--- src/rtl/kli_ram.sv ---
// ----------------------------------------------------------------------------
// Generic single-port-write RAM
// One write port and one read port; the read data is registered, so it
// appears in the cycle after the read address.
// ----------------------------------------------------------------------------
module kli_ram #(
	parameter int WIDTH = 8,
	parameter int DEPTH = 16,
	localparam int AW   = $clog2(DEPTH)
) (
	input  logic             clk,
	input  logic             wr_en,
	input  logic [AW-1:0]    wr_addr,
	input  logic [WIDTH-1:0] wr_data,
	input  logic             rd_en,
	input  logic [AW-1:0]    rd_addr,
	output logic [WIDTH-1:0] rd_data
);

	logic [WIDTH-1:0] mem [DEPTH];

	// Write and registered read.
	always_ff @(posedge clk) begin
		if (wr_en) begin
			mem[wr_addr] <= wr_data;
		end
		if (rd_en) begin
			rd_data <= mem[rd_addr];
		end
	end

endmodule

--- config.mk ---
export PLATFORM = sky130hd
export DESIGN_NAME = kli_ram
export DESIGN_NICKNAME = d
export VERILOG_FILES = /design/src/rtl/kli_ram.sv
export SDC_FILE = /design/constraint.sdc
export NUM_CORES = 1
export LEC_CHECK = 0
export BUFFER_PORTS_ARGS = -buffer_cell sky130_fd_sc_hd__buf_2
export CAP_MARGIN = 20
export CORE_MARGIN = 3
export CORE_UTILIZATION = 60
export DETAILED_ROUTE_END_ITERATION = 12
export MAX_ROUTING_LAYER = met4
export PLACE_DENSITY = 0.78
export SLEW_MARGIN = 20
export SYNTH_ARGS = -nofsm -noshare
export SYNTH_HDL_FRONTEND = slang
export SYNTH_SLANG_ARGS = --single-unit
--- constraint.sdc ---
create_clock -name clk -period 4.95 [get_ports clk]
set_input_delay 0.7425 -clock clk [delete_from_list [all_inputs] [get_ports clk]]
set_output_delay 0.7425 -clock clk [all_outputs]
set_load 0.02 [all_outputs]
; ---- Word-level counts from Yosys, hierarchy flattened
; Memory sizes are Yosys's and may differ from the RTL's. A register that Yosys moved wholly into a read port is not among the register bits.
; Index checks and enable logic that the tools add are counted.
[word_totals]
regBits = 0
ramBits = 128
input_bits = 19
output_inout_bits = 8
memories = 1
[memory_table]
columns = memory, depth, word_bits, rd, rd_clocked_by_memory_dff, wr, line
row1 = mem, 16, 8, 1, 1, 1, 20  ; logic [WIDTH-1:0] mem [DEPTH];
[classes]
muxes = 2
[op_table]
columns = operator, n
row1 = two-way mux 1 bit, 2

; ---- Logic depth before layout (Yosys ltp)
[logic_depth]
word_depth = 2
depth_mapped = 5
depth_no_buf = 3

; ---- Worst setup path before layout
; OpenSTA, ideal clock, no wires.
[synth_timing]
path_type = input to register
from = input wr_addr[2]
to = memory mem[0][0] (enable)
arrival_ns = 1.852
required_ns = 4.567
slack_ns = 2.715
cell_stages = 2
path_buffers = 0
path_cell_list = or3b_2 nor3_1
[synth_lines]
columns = element, line
row1 = "start, declared", 13  ; input logic [AW-1:0] wr_addr,
row2 = "end, declared", 20
; No word-level cell before the write port.

==> impl_results.md <==
- Die Height: between 90 and 100 um
- #FFs+latches synth: around 140
- Initial antenna violation count: 0
- First-pass GRT wire length: 15600 um
- Root Buffer Master: clkbuf_8
- Reg2reg start: mem[5][0]$_DFFE_PP_
- Row cnt: 33
- Vias in the first global route: 2556
- Ratio of total power to cell area: roughly 440 mW/mm^2
- CTS HTree Levels: 4
- CP Launch Type: input pin
- Crit path time final: 2.33 ns
- Layout cell share with drive strength beyond 1: between 20 and 30%
- # clock sinks: roughly 140
- Leakage: 2.01 nW
- IO buf count: 26
- Most frequent cells in the layout: edfxtp_1 (136), buf_2 (26), mux4_2 (18)
- Post-synthesis net count: about 250
- Largest net degree at the start of global routing: 33
- Starting DRT DRC Count: around 340
- WS Path Type: input pin to flop
- Drt pass-1 iters: 4
- DR WL/cell: 26.1 um
- Largest fanout on the critical path: 32
- TritonCTS clock tree: done
- DPL Wire Length: about 5900 um
- Post-Syn Area: 0.00523 sq mm
- Tot GR Track Use: 23.6%
- Clock Latency Late Sink: 0.50 ns
- Final period utilization: 47.2%
- Initial cell density of the core: a little over three fifths
- Clock tree buffer depth: 2
- # DRC: 0
- CP endpoint: rd_data[0]$_DFFE_PP_
- Reg clk slew, reported paths: about 0.060 ns
- Post-route total power: between 0.002 and 0.003 W
- Crit. End Element: flop
- Reg2reg path depth: 3
- Slew margin rel.: 31.1%
- Post-CTS sizing: 0
- Total gr overflow: 0
- FMAX: 428 MHz
- Number of diodes: 0
- Layout net count: between 200 and 300
- Via count: 2407
- Die area: 0.00987 sq mm
- Crit path from: rd_addr[0]
- Worst Hold Depth: 1
- Ports: 27
- Finished layout cell area: roughly 0.0060 sq mm
- Vias per cell: roughly 6.3
- WHS: 0.601 ns
- FF/Latch Area: 0.00408 sq mm
- Footprint of the multi-input gates: 0.00107 sq mm
- Setup Buffers After CTS: 0
- Outcome: finished, final reports clean
- Placement Cell Area: around 0.0054 sq mm
- # fillers: around 460
- RSZ-0062 raised after global routing: no
- Setup_tns: 0 ns
- Mean Syn Cell Area: between 20 and 25 sq um
- Clk_skew: 0.00385 ns
- Post-synthesis sequential area ratio: 78.1%
- Worst R2R Setup Slack: 3.40 ns
- Area grow syn2layout: 15.3%
- Required time of the worst setup path: 5.19 ns
- Commonest non-fill, non-tap cell in the layout: edfxtp_1
- Max VDD drop: around 0.28 mV
- WL final: ~10000 um
- RR Endpoint: rd_data[0]$_DFFE_PP_
- Max-cap violations: 0
- Final hold viol count: 0
- Core box area: 0.00834 sq mm
- Antenna Nets Post-Route: 0
- Synth Warn #: 0
- Worst-Margin Slew: a little over 1 ns
- Crit path DAT: ~2.6 ns
- Endpoints failing setup: 0
- Final Max Slew Viols: 0
- CTS buffer count: 17
- Overall die width: around 99 um
- Yosys cell types: 18
- Mapped Cells: roughly 230
- HP Class: input pin to flop
- Post-CTS Hold Buffers: 0
- Routability-driven placement congestion ratio: just over 0.7
- Final Util: between 70% and 80%
[cells in the mapped netlist]
library cell	number	area share, %
and2b_1	1	0.14
nor3_1	4	0.38
buf_2	3	0.29
clkdlybuf4s25_2	3	0.57
nor2_1	13	0.93
a22oi_1	16	2.3
and2_1	1	0.12
nor2b_1	1	0.12
nand3_1	1	0.096
nand3b_1	2	0.29
mux4_2	18	7.8
or3b_2	1	0.17
buf_6	3	0.65
nand2_1	9	0.65
edfxtp_1	136	78
nand2b_1	2	0.24
buf_4	1	0.14
mux4_1	14	7.0
[worst min-delay path by stage]
stage,startpoint,end,slack (ns)
after global routing,rd_en,rd_data[2]$_DFFE_PP_,0.58
after detailed placement,mem[12][2]$_DFFE_PP_,rd_data[2]$_DFFE_PP_,0.74
after global placement,mem[11][4]$_DFFE_PP_,rd_data[4]$_DFFE_PP_,0.73
after floorplan,mem[7][0]$_DFFE_PP_,rd_data[0]$_DFFE_PP_,0.70
final,rd_en,rd_data[3]$_DFFE_PP_,0.60
after CTS,rd_en,rd_data[2]$_DFFE_PP_,0.58
[through the flow]
step | cells | setup WS, ns
6_report | 383 | 2.62
5_1_grt | 383 | 2.46
4_1_cts | 382 | 2.60
3_5_place_dp | 351 | 2.14
3_3_place_gp | 351 | 2.10
2_1_floorplan | 229 | 2.71
[state kept, by name (all words and copies together) (netlist names)]
register	flops
rd_data	8
mem	128
[layout make-up]
class	count	area share, %
clock buffers	17	6.87
clock inverters	14	3.01
multi-input cells	83	17.8
flip-flops and latches	136	67.7
well taps	105	2.18
repair buffers	28	2.41
[worst max-delay path, stage by stage]
cell	delay (ns)
buf_2	0.76
mux4_1	0.71
a22oi_1	0.20
nand2_1	0.13
[cell families after synthesis]
group,count (synthesis),share of synthesized area (%)
flip-flops,136,78.1
buffers and inverters,10,1.65
AO/OA/AOI/OAI,16,2.30
AND/OR/NAND/NOR,35,3.14
multiplexers,32,14.8
[power by group]
group          leakage [nW]  internal (W)  switching, W
registers              1.24       0.00130    0.00000676
clock network         0.291      0.000809      0.000439
logic                 0.487     0.0000452     0.0000722
total                  2.01       0.00215      0.000518
[metal layers]
| metal | up-vias | track usage [%] | wire length [um] | share of wire [%] |
|---|---|---|---|---|
| li1 | 1054 | - | - | - |
| met1 | 1226 | 33.4 | 4100 | 41 |
| met2 | 121 | 33.8 | 5060 | 51 |
| met3 | 6 | 5.40 | 752 | 7.5 |
| met4 | 0 | 9.77 | 73 | 0.73 |
| met5 | - | - | 0 | 0 |
No activity file was read; power rests on OpenSTA's default activity.
